--- src/design/dwc_pkg.sv ---
`timescale 1ns / 1ps
// ----------------------------------------------------------------------------
// dwc_pkg
// shared types and constants of the 3x3 depthwise convolution unit
// ----------------------------------------------------------------------------
package dwc_pkg;

	localparam int MAX_WIDTH_DEF    = 256;
	localparam int MAX_HEIGHT_DEF   = 256;
	localparam int MAX_CHANNELS_DEF = 64;

	localparam int KSIDE = 3;
	localparam int KTAPS = 9;
	localparam int ACC_W = 20;

	localparam int CFG_IDX_W  = 2;
	localparam int CFG_DATA_W = 9;

	localparam logic [CFG_IDX_W-1:0] CFG_ZERO_POINT = 2'd0;
	localparam logic [CFG_IDX_W-1:0] CFG_HEIGHT     = 2'd1;
	localparam logic [CFG_IDX_W-1:0] CFG_WIDTH      = 2'd2;
	localparam logic [CFG_IDX_W-1:0] CFG_CHANNELS   = 2'd3;

	localparam logic CMD_WEIGHT = 1'b0;
	localparam logic CMD_SAMPLE = 1'b1;

	typedef logic signed [7:0]  act_t;
	typedef logic signed [8:0]  diff_t;
	typedef logic signed [16:0] prod_t;
	typedef logic signed [ACC_W-1:0] acc_t;

	typedef diff_t [KTAPS-1:0] diff_vec_t;
	typedef act_t  [KTAPS-1:0] wt_vec_t;
	typedef prod_t [KTAPS-1:0] prod_vec_t;

	// position and flags that travel with one result
	typedef struct packed {
		logic [5:0] chan;
		logic [7:0] row;
		logic [7:0] col;
		logic       last_run;
		logic       last_tensor;
	} meta_t;

endpackage

--- src/design/dwc_line_mem.sv ---
`timescale 1ns / 1ps
// ----------------------------------------------------------------------------
// dwc_line_mem
// two line stores packed per column, byte chosen by row parity
// ----------------------------------------------------------------------------
module dwc_line_mem #(
	parameter int MAX_WIDTH = dwc_pkg::MAX_WIDTH_DEF,
	parameter int CW = 8
) (
	input  logic          clk,
	input  logic          en,
	input  logic [CW-1:0] addr,
	input  logic          par,
	input  dwc_pkg::act_t wdata,
	output logic [15:0]   rdata
);
	import dwc_pkg::*;

	logic [15:0] mem [MAX_WIDTH];

	// read returns the old entry, write replaces one byte
	always_ff @(posedge clk) begin
		if (en) begin
			rdata <= mem[addr];
			mem[addr][par*8 +: 8] <= wdata;
		end
	end

endmodule

--- config.mk ---
export PLATFORM = sky130hd
export DESIGN_NAME = dwc_line_mem
export DESIGN_NICKNAME = d
export VERILOG_FILES = /design/src/design/dwc_pkg.sv /design/src/design/dwc_line_mem.sv
export SDC_FILE = /design/constraint.sdc
export NUM_CORES = 2
export LEC_CHECK = 0
export BUFFER_PORTS_ARGS = -buffer_cell sky130_fd_sc_hd__buf_2
export CORE_MARGIN = 2
export CORE_UTILIZATION = 65
export CTS_BUF_LIST = sky130_fd_sc_hd__clkbuf_8
export CTS_CLUSTER_DIAMETER = 120
export CTS_CLUSTER_SIZE = 10
export DETAILED_ROUTE_END_ITERATION = 10
export PLACE_DENSITY = 0.81
export SYNTH_ARGS = -nofsm -noshare
export SYNTH_HDL_FRONTEND = slang
export SYNTH_SLANG_ARGS = --single-unit
--- constraint.sdc ---
create_clock -name clk -period 28 [get_ports clk]
set_input_delay 8.4 -clock clk [delete_from_list [all_inputs] [get_ports clk]]
set_output_delay 8.4 -clock clk [all_outputs]
set_load 0.05 [all_outputs]
# --- After elaboration in Yosys (flattened, before gate mapping) ---
# Memory sizes are Yosys's and may differ from the RTL's. A register that Yosys moved wholly into a read port is not among the register bits.
# Index checks and enable logic that the tools add are counted.
totals:
  register_bits: 0
  latch_bits: 0
  mem_bits_rw: 4096
  romBits: 0
  inputBits: 19
  word_cells: 6
  n_memories: 1
memory_table:
  columns: ["name", "words", "width", "read_ports", "rd_clocked_by_memory_dff", "write_ports", "line", "source"]
  rows:
  - ["mem", 256, 16, 1, 1, 1, "dwc_line_mem.sv:19", "logic [15:0] mem [MAX_WIDTH];"]
op_classes:
  add_sub_neg: 1
  multipliers: 0
  n_div: 0
  order_cmp: 0
  n_eq_ne: 0
  shifts: 2
  n_mux: 2
  bitwise_logic: 0
  n_reduce_logical: 0
op_table:
  columns: ["cell", "n"]
  rows:
  - ["negator 4 -> 34 bit", 1]
  - ["variable shift 8 x 34 -> 16 bit, first input constant", 1]
  - ["indexed part select 8 x 34 -> 16 bit", 1]
  - ["2-to-1 mux 16 bit", 1]
  - ["2-to-1 mux 1 bit", 1]

# --- Logic depth before layout (Yosys ltp) ---
logic_depth:
  depth_word: 3
  ltp_mapped: 9
  mapped_depth_nobuf: 5

# --- Least setup slack after synthesis ---
# No wires, ideal clock.
synth_timing:
  path_type: "input to register"
  start: "in par"
  end: "mem mem[0][3] (data pin)"
  setup_time_ns: 1.452
  t_arrival_ns: 14.805
  required_time_ns: 26.548
  slack_ns: 11.743
  stages: 2
  n_path_buf: 1
  path_cell_list: "clkbuf_1 nor2b_1"
synth_between:
  elab_chain_cells: 2
synth_rtl:
  columns: ["element", "line", "source"]
  rows:
  - ["start: declaration", "dwc_line_mem.sv:13", "input logic par,"]
  - ["negator 4 -> 34 bit", "dwc_line_mem.sv:25", "mem[addr][par*8 +: 8] <= wdata;"]
  - ["indexed part select 8 x 34 -> 16 bit", "dwc_line_mem.sv:25", null]
  - ["end: declaration", "dwc_line_mem.sv:19", null]
# No other way between the ends.

==> results.md <==
* Synthesized cell area at 157,000 sq um
* Clk buf depth at 4
* Cell breakdown of the critical path: buf_12 -> buf_4 -> buf_4 -> buf_12 -> buf_4 -> mux4_2 -> a22oi_1 -> a21oi_1 -> o41ai_1 -> nand4_1
* Crit path to: rdata[10]
* Die Height at roughly 500 microns
* R2R Path Start: mem[201][4]
* Post-CTS sizing at 0
* Max Clk Rate at between 70 and 80 MHz
* CP Launch Point: addr[0]
* Post-CTS Hold Buffers at 0
* Synth top area share at about four fifths
* Fill cells at approximately 13,000
* Critical path type: primary input to register
* Maximum Capacitance Violations at 0
* Tcrit/Tclk final at 49.8%
* Hold WS at 1.06 ns
* DIE AREA at approximately 250,000 sq um
* Unrepaired setup endpoints after global routing: no
* Residual DRC count at 0
* Flop pwr share at a little under two thirds
* Ports at 35
* Initial Util at around two thirds
* Hpwl dp at 211,000 microns
* Final setup fails at 0
* Via count at 76,000
* Sw frac at approximately a fifth
* Worst path max stage delay at ~1.2 ns
* Gate Count Post-Synth at 7,048
* WL/cell at 35.0 microns
* CTS tree: yes
* ANT nets after route at 0
* Core Rows at 180
* Largest cells by area after synthesis: edfxtp_1 79%, mux4_2 15%, a22oi_1 2.5%
* Netlist cell types at 18
* Drt total wl at 366,000 microns
* Global route hottest layer: met2
* Cell taking the most area after synthesis: edfxtp_1
* H-tree depth at 5
* Syn_area_per_cell at roughly 22 sq um
* Share of layout cells above drive strength 1 at between 20% and 30%
* Met1 Track Usage GR at slightly above 40%
* Peak supply drop at a little over 0.05 mV
* Logic pwr share at around 5%
* Post-CTS Setup Bufs at 0
* Vias per cell at 7.27
* Yosys warns at 0
* Setup tns final at 0 ns
* Yosys reg bits at roughly 4,000
* Die X at between 400 and 500 microns
* Clock root buffer: clkbuf_8
* Largest fanout on the critical path at 118
* Clock Latency Late Sink at 1.13 ns
* Clk_skew at roughly 0.09 ns
* M2 GR Usage at 46.5%
* Psw at 0.00227 W
* Clk sink count at 4,112
* Initial drt markers at 11,600
* Vias in the first global route at around 76,000
* Hold WC Path Type: register to register
* Global-route wire length before repair at roughly 530,000 microns
* Port Buffer Count at 34
* GR Util met3 at 7.23%
* R2r setup slk at roughly 25 ns
* Cts bufs inserted at roughly 460
* All-layer global routing usage at approximately 30%
* Gp weighted congestion at roughly 0.81
* Most common cell after layout, fill and taps aside: edfxtp_1
* 1st-pass router iterations at 6
* Initial antenna violation count at 25
* Core area at between 200,000 and 250,000 sq um
* Final Max Tran Viols at 0
* Layout area overhead at 6.56%
* Crit path top cell by count: buf_4
* Nets at approximately 7,200
* Min Tclk post-route at 13.95 ns
* Worst-Margin Slew at 1.36 ns
* Syn nets at 7,067
* Nature of the critical path startpoint: primary input
* Grt ovf at 0
* Int Pwr at approximately 0.0084 W
* Clk pwr share at 31.5%
* R2r worst-path depth at 5
* Worst R2R End: rdata[4]
* Slew headroom at under 10%
* Clock slew at reported path FFs at around 0.070 ns
* Slowest cell on the critical path: o41ai_1
* P per Cell Area at 64.0 nW/um^2
* Final Hold Violating Endpoints at 0
* Largest net degree at the start of global routing at 218
* Leakage power at 44.7 nW
* Worst Path Arrival at 14.75 ns
* Worst Path Required at 28.80 ns
* Final Util at 69.6%
* Most frequent cells in the layout: 4,112 x edfxtp_1, 1,024 x mux4_2, 521 x nor2_1
* Critical path endpoint category: register
* Register area share after synthesis at 78.8%
* Status: finished clean
-- logic make-up after synthesis --
| logic type | synth area share [%] |
|---|---|
| compound gates | 3.63 |
| mux | 14.7 |
| flops | 78.8 |
| simple gates | 1.55 |
| buf+inv | 1.32 |
-- area by class of cell --
type / count / area (sq um) / share of cell area, %
Timing Repair Buffer: 181 / 1460 / 0.872
Clock buffer: 467 / 6430 / 3.85
Sequential cell: 4112 / 123000 / 73.9
Tap cell: 3185 / 3990 / 2.39
Antenna cell: 26 / 65.1 / 0.0390
Multi-Input combinational cell: 2473 / 31500 / 18.9
Clock inverter: 8 / 60.1 / 0.0360
-- worst max-delay path, delay by kind of cell --
family / cells / cell delay (ns)
simple gates: 1 / 0.17
mux: 1 / 0.61
compound gates: 3 / 1.57
buf+inv: 5 / 3.66
-- how the worst min path moves through the flow --
stage                 from         to  slack [ns]  depth (start not counted)
6_report        mem[76][8]   rdata[8]        1.06                          5
5_1_grt        mem[66][15]  rdata[15]        1.07                          5
4_1_cts        mem[66][15]  rdata[15]        1.04                          5
3_5_place_dp   mem[64][15]  rdata[15]        1.04                          5
3_3_place_gp   mem[107][0]   rdata[0]        1.02                          5
2_1_floorplan  mem[146][0]   rdata[0]        0.90                          5
-- sequential cells by signal, summed over array words and instances, names as in the netlist --
signal and cells:
mem 4096, rdata 16
-- Yosys cell counts --
library cell / number
a21oi_1: 256
nand2b_1: 3
buf_2: 76
o41ai_1: 64
buf_4: 12
nor2b_1: 14
nand2_1: 46
buf_1: 47
and2_1: 10
nand4_1: 16
or2_2: 1
buf_6: 26
edfxtp_1: 4112
a22oi_1: 512
nand3_1: 4
mux4_2: 1024
clkbuf_1: 302
nor2_1: 523
-- metrics by stage --
step / area (sq um) / worst slack (ns) / cells / power (W)
4_1_cts: 167000 / 14.07 / 10400 / 0.0107
3_5_place_dp: 160000 / 12.89 / 9951 / 0.00746
5_1_grt: 167000 / 13.55 / 10400 / 0.0109
2_1_floorplan: 157000 / 11.74 / 7048 / 0.00727
3_3_place_gp: 160000 / 12.93 / 9945 / 0.00744
6_report: 167000 / 14.05 / 10500 / 0.0107
-- power groups by stage --
| stage | clock (W) | combinational (W) | sequential (W) |
|---|---|---|---|
| 2_1_floorplan | 0 | 0.000320 | 0.00695 |
| 6_report | 0.00337 | 0.000535 | 0.00679 |
| 4_1_cts | 0.00338 | 0.000531 | 0.00679 |
| 5_1_grt | 0.00359 | 0.000557 | 0.00679 |
| 3_5_place_dp | 0 | 0.000531 | 0.00693 |
| 3_3_place_gp | 0 | 0.000513 | 0.00692 |
-- layer usage --
layer / vias to the layer above / share of wire [%]
li1: 29900 / -
met1: 39300 / 34
met2: 5744 / 48
met3: 957 / 12
met4: 20 / 5.4
met5: - / 0.030
(Power assumes the default switching activity.)
