==> src/design/dwc_pkg.sv <==
`timescale 1ns / 1ps
// ----------------------------------------------------------------------------
// dwc_pkg
// shared types and constants of the 3x3 depthwise convolution unit
// ----------------------------------------------------------------------------
package dwc_pkg;

	localparam int MAX_WIDTH_DEF    = 256;
	localparam int MAX_HEIGHT_DEF   = 256;
	localparam int MAX_CHANNELS_DEF = 64;

	localparam int KSIDE = 3;
	localparam int KTAPS = 9;
	localparam int ACC_W = 20;

	localparam int CFG_IDX_W  = 2;
	localparam int CFG_DATA_W = 9;

	localparam logic [CFG_IDX_W-1:0] CFG_ZERO_POINT = 2'd0;
	localparam logic [CFG_IDX_W-1:0] CFG_HEIGHT     = 2'd1;
	localparam logic [CFG_IDX_W-1:0] CFG_WIDTH      = 2'd2;
	localparam logic [CFG_IDX_W-1:0] CFG_CHANNELS   = 2'd3;

	localparam logic CMD_WEIGHT = 1'b0;
	localparam logic CMD_SAMPLE = 1'b1;

	typedef logic signed [7:0]  act_t;
	typedef logic signed [8:0]  diff_t;
	typedef logic signed [16:0] prod_t;
	typedef logic signed [ACC_W-1:0] acc_t;

	typedef diff_t [KTAPS-1:0] diff_vec_t;
	typedef act_t  [KTAPS-1:0] wt_vec_t;
	typedef prod_t [KTAPS-1:0] prod_vec_t;

	// position and flags that travel with one result
	typedef struct packed {
		logic [5:0] chan;
		logic [7:0] row;
		logic [7:0] col;
		logic       last_run;
		logic       last_tensor;
	} meta_t;

endpackage

==> src/design/dwc_mac.sv <==
`timescale 1ns / 1ps
// ----------------------------------------------------------------------------
// dwc_mac
// nine multipliers, adder and result register
// ----------------------------------------------------------------------------
module dwc_mac (
	input  logic               clk,
	input  logic               arst_n,
	input  logic               adv,
	input  logic               iss_v,
	input  dwc_pkg::diff_vec_t diffs,
	input  dwc_pkg::wt_vec_t   wts,
	input  dwc_pkg::meta_t     meta,
	output logic               res_v,
	output dwc_pkg::acc_t      res_acc,
	output dwc_pkg::meta_t     res_meta
);
	import dwc_pkg::*;

	logic      v_s2, v_s3;
	diff_vec_t dif_s2;
	wt_vec_t   wt_s2;
	meta_t     meta_s2, meta_s3;
	prod_vec_t prod_s3;
	acc_t      sum;

	always_comb begin
		sum = '0;
		for (int i = 0; i < KTAPS; i++) begin
			sum = sum + {{(ACC_W-17){prod_s3[i][16]}}, prod_s3[i]};
		end
	end

	always_ff @(posedge clk or negedge arst_n) begin
		if (!arst_n) begin
			v_s2  <= 1'b0;
			v_s3  <= 1'b0;
			res_v <= 1'b0;
		end else if (adv) begin
			v_s2  <= iss_v;
			v_s3  <= v_s2;
			res_v <= v_s3;
		end
	end

	always_ff @(posedge clk) begin
		if (adv) begin
			dif_s2  <= diffs;
			wt_s2   <= wts;
			meta_s2 <= meta;
			for (int i = 0; i < KTAPS; i++) begin
				prod_s3[i] <= $signed(dif_s2[i]) * $signed(wt_s2[i]);
			end
			meta_s3  <= meta_s2;
			res_acc  <= sum;
			res_meta <= meta_s3;
		end
	end

endmodule

==> config.mk <==
export PLATFORM = sky130hd
export DESIGN_NAME = dwc_mac
export DESIGN_NICKNAME = d
export VERILOG_FILES = /design/src/design/dwc_pkg.sv /design/src/design/dwc_mac.sv
export SDC_FILE = /design/constraint.sdc
export NUM_CORES = 2
export LEC_CHECK = 0
export ABC_CLOCK_PERIOD_IN_PS = 4100
export BUFFER_PORTS_ARGS = -buffer_cell sky130_fd_sc_hd__buf_2
export CAP_MARGIN = 20
export CORE_MARGIN = 3
export CORE_UTILIZATION = 51
export CTS_CLUSTER_SIZE = 40
export DETAILED_ROUTE_END_ITERATION = 16
export GPL_ROUTABILITY_DRIVEN = 0
export GPL_TIMING_DRIVEN = 0
export PLACE_DENSITY = 0.73
export SYNTH_ARGS = -nofsm -noshare
export SYNTH_HDL_FRONTEND = slang
export SYNTH_SLANG_ARGS = --single-unit
==> constraint.sdc <==
create_clock -name clk -period 4.1 [get_ports clk]
set_input_delay 0.41 -clock clk [delete_from_list [all_inputs] [get_ports clk]]
set_output_delay 0.41 -clock clk [all_outputs]
set_load 0.05 [all_outputs]
**Yosys cells after proc, flatten, opt, wreduce, memory -nomap -nowiden**

Cells that the tools add are included.

- Input bits: 181
- Bits in registers: 401
- Word-level logic and storage cells: 63

- Multiply operators: 9
- $add $sub $neg: 8

Operators with widths:

| operator | count |
|---|---|
| $mul 9x8->17 | 9 |
| $add 20x20->20 | 5 |
| $add 19x17->20 | 1 |
| $add 18x17->19 | 1 |
| $add 17x17->18 | 1 |

**Depth between registers and ports, before layout**

- Word-level depth: 8
- Gate-level depth with buffers: 18
- Mapped depth without buffers: 18

**Worst setup path before layout**

Ideal clock, no wire load.

- Path kind: reg-to-reg
- Start point: reg prod_s3[104] (netlist name)
- End point: reg res_acc[14] (data pin)
- Path slack: -0.334 ns
- Clock period less this slack: 4.434 ns
- Path buffers: 0
- Data required time: 3.828 ns
- Cell stages (with the launch flop): 16
- Setup time: 0.272 ns
- Arrival time: 4.162 ns
- Cell sequence: edfxtp_1 -> fa_1 -> fa_1 -> inv_1 -> fa_1 -> fa_1 -> inv_1 -> ha_1 -> inv_1 -> fa_1 -> nor2b_4 -> o31a_1 -> o32a_2 -> a21bo_4 -> a311oi_1 -> nor3_1

- Cells in the longest elaborated chain, start to end: 3

RTL lines:

| what | RTL line | text |
|---|---|---|
| from (decl) | dwc_mac.sv:24 | `prod_vec_t prod_s3;` |
| from (signal, indexed assignment) | dwc_mac.sv:52 | `prod_s3[i] <= $signed(dif_s2[i]) * $signed(wt_s2[i]);` |
| $add 20x20->20 (3 in series) | dwc_mac.sv:30 | `sum = sum + {{(ACC_W-17){prod_s3[i][16]}}, prod_s3[i]};` |
| named net sum[14] | dwc_mac.sv:25 | `acc_t sum;` |
| to (signal assigned) | dwc_mac.sv:55 | `res_acc <= sum;` |
| to (decl) | dwc_mac.sv:15 | `output dwc_pkg::acc_t res_acc,` |

The timed path passes the listed nets, and every way through them passes these cells.
A chain may end at the register's enable or synchronous reset.

**Final worst setup path**

- Start point: reg prod_s3[103] (netlist name)
- End point: reg res_acc[18] (data pin)

Same word-level chain as after synthesis.

==> results.json <==
{
  "status": "finished with violations",
  "failed_checks": "negative setup slack",
  "overflow": 0,
  "ff2ff_path_depth": 15,
  "dieArea_sq_um": 82000,
  "drt-initial-drc-count": 1232,
  "num_io_pins": 226,
  "timing.slew.headroom_pct": 54.75,
  "grt_max_degree": 129,
  "drive_above_1_share_pct": 27.10,
  "rsz0062_at_grt": "true",
  "reg2reg_to": "res_acc[18]",
  "synth_cell_type_count": 53,
  "crit_required_ns": 4.49,
  "synth_cells": 3547,
  "worstSetupPathType": "reg2reg",
  "finalNonFillerCells": 5440,
  "coreArea_sq_um": 77590,
  "finalWorstSetupSlack_ns": -0.5624,
  "postRouteAntennaNets": 0,
  "drt-pass1-iter-count": 5,
  "die_h_um": 286.4,
  "cts_tree": "built",
  "crit_path_end_kind": "flip-flop",
  "final_common_cell": "inv_1",
  "cts_sinks": 401,
  "area_growth_pct": 29.72,
  "tightest_slew_ns": 0.6787,
  "ys_seq_elements": 401,
  "port_buffers": 225,
  "setup_viol_count_final": 72,
  "hpwl_um": 65450,
  "hold-worst-slack_ns": 0.02129,
  "postLayoutCoreUtil_pct": 67.01,
  "htreeDepth": 2,
  "grt_pass1_wl_um": 151400,
  "syn_nets": 4697,
  "cp.arrival_ns": 5.06,
  "final-max-slew-violation-count": 0,
  "root_buffer": "clkbuf_16",
  "synth.avg_cell_area_sq_um": 11.30,
  "min_period_ns": 4.662,
  "yosysSeqAreaShare_pct": 30.00,
  "ys_warn_count": 0,
  "final_area_sq_um": 52000,
  "antenna_found_initial": 1,
  "drc_errors": 0,
  "grt_pass1_vias": 29860,
  "vias": 27260,
  "reg2reg_from": "prod_s3[103]",
  "startpoint_type": "flip-flop",
  "grt_usage_pct": 23.12,
  "start_util_pct": 51.66,
  "fin_crit_sh_pct": 113.7,
  "dpl-instance-area_sq_um": 42830,
  "crit_path_max_fanout": 4,
  "hold_path_class": "in2reg",
  "fillers": 5544,
  "yosysTopAreaCellShare_pct": 33.46,
  "r2r_slack_ns": -0.56,
  "synth_area_leaders": "fa_1, edfxtp_1, ha_1, inv_1, and2_1",
  "skew_ns": 0.01461,
  "cap_viol_max_count": 0,
  "min_to": "dif_s2[25]",
  "fp.dieW_um": 286.4,
  "cts.path.max_buffers": 3,
  "cts-buffers-inserted": 50,
  "synth_edf_count": 398,
  "drt-vias-per-instance": 5.010,
  "seqCellArea_sq_um": 12030,
  "layout_common_cells": "inv_1, fa_1, edfxtp_1",
  "synth_largest_area_cell": "fa_1",
  "hold_start": "diffs[25]",
  "fmax_mhz": 214.5,
  "numPlacedInstances": 4815,
  "clk_latency_ns": 0.60,
  "final_hold_viol_count": 0,
  "async_reset_ff_share_pct": 0.7481,
  "wl_per_cell_um": 17.30,
  "netlist_area_sq_um": 40090,
  "multi_input_comb_area_sq_um": 27410,
  "cts.reportedPaths.clkPinSlew_ns": 0.06,
  "drt-total-wl_um": 94120,
  "row_count": 102,
  "min_path_cells": 1,
  "synthFlopType": "edfxtp_1",
  "fin_nets": 5508
}
==> worst max-delay path by stage <==
stage,start,end,slack (ns)
5_1_grt,wt_s2[42],prod_s3[101],-0.64
3_3_place_gp,adv,res_v,-3.62
6_report,prod_s3[103],res_acc[18],-0.56
3_5_place_dp,wt_s2[42],prod_s3[101],-0.82
2_1_floorplan,prod_s3[2],res_acc[18],-0.20
4_1_cts,prod_s3[19],res_acc[18],-0.50
==> worst max-delay path, cell delays in order (launching register included) <==
cell and delay [ns]:
edfxtp_1 0.43, fa_2 0.54, fa_1 0.52, inv_1 0.06
fa_1 0.46, fa_1 0.54, inv_2 0.05, ha_4 0.15
inv_2 0.05, fa_2 0.23, nor2b_4 0.05, o31a_1 0.35
o32a_4 0.34, a21bo_4 0.25, and3_4 0.18, a211oi_4 0.25
==> area by class of cell <==
class	instances	share of cell area, %
multi-input cells	2234	52.72
flip-flops and latches	401	23.13
clock buffers	59	2.613
clock inverters	34	0.9841
repair buffers	759	11.46
inverters	912	6.593
well taps	1040	2.502
diodes	1	0.004812
==> per-layer routing <==
metal  vias to the layer above  share of wire, %  global-route usage (%)
li1                      12540                 -                       -
met1                     13880                39                   29.15
met2                       630                53                   41.67
met3                       200               3.8                   2.486
met4                         0               3.6                   7.753
met5                         -                 0                       0
==> repair_timing <==
| item | 4_1_cts | 5_1_grt |
|---|---|---|
| gates resized for setup | 406 | 278 |
| hold endpoints to repair | 176 | 0 |
| setup endpoints to repair | 80 | 92 |
| hold buffers | 174 | 0 |
| gates cloned | 0 | 0 |
| pin swaps | 286 | 250 |
| setup buffers | 268 | 101 |
==> through the flow <==
step                setup slack [ns]   TNS, ns
floorplan                    -0.1966   -0.6049
global placement              -3.622  -1353.00
detailed placement           -0.8237    -24.15
CTS                          -0.5049    -13.04
global route                 -0.6410    -25.54
finish                       -0.5624    -16.40
==> synth_stat cells, types with 4 or more instances <==
cell type	n
o21ai_0	61
nand2_1	225
xor2_1	36
nand2b_1	38
o21a_1	21
nor2_1	114
inv_1	912
a21oi_1	68
or3_1	6
o21ai_1	8
o21bai_1	7
o31a_1	8
nand4_1	4
or2_2	4
and2_1	397
nor3_1	20
xnor2_1	124
a311oi_1	5
edfxtp_1	398
a211oi_1	12
nand3_1	6
a21o_1	22
a31oi_1	15
o22ai_1	4
fa_1	670
ha_1	299
nor2b_1	17
o211ai_1	5
==> registers in the layout, indices dropped and copies added (netlist names) <==
name and cells:
v_s3 1, meta_s2 24, wt_s2 72, v_s2 1
meta_s3 24, prod_s3 153, dif_s2 81, res_v 1
res_acc 20, res_meta 24
==> kinds of logic after synthesis <==
family	after synthesis	share of synthesized area (%)
compound gates	254	3.967
xor+xnor	160	3.496
fa+ha+maj	969	42.79
buf+inv	912	8.540
flops	401	30.00
mux	4	0.1092
simple gates	847	11.09
Power is left out: the tool's default activity adds up to more than one toggle a clock period on the data nets, which glitch-free logic cannot reach.
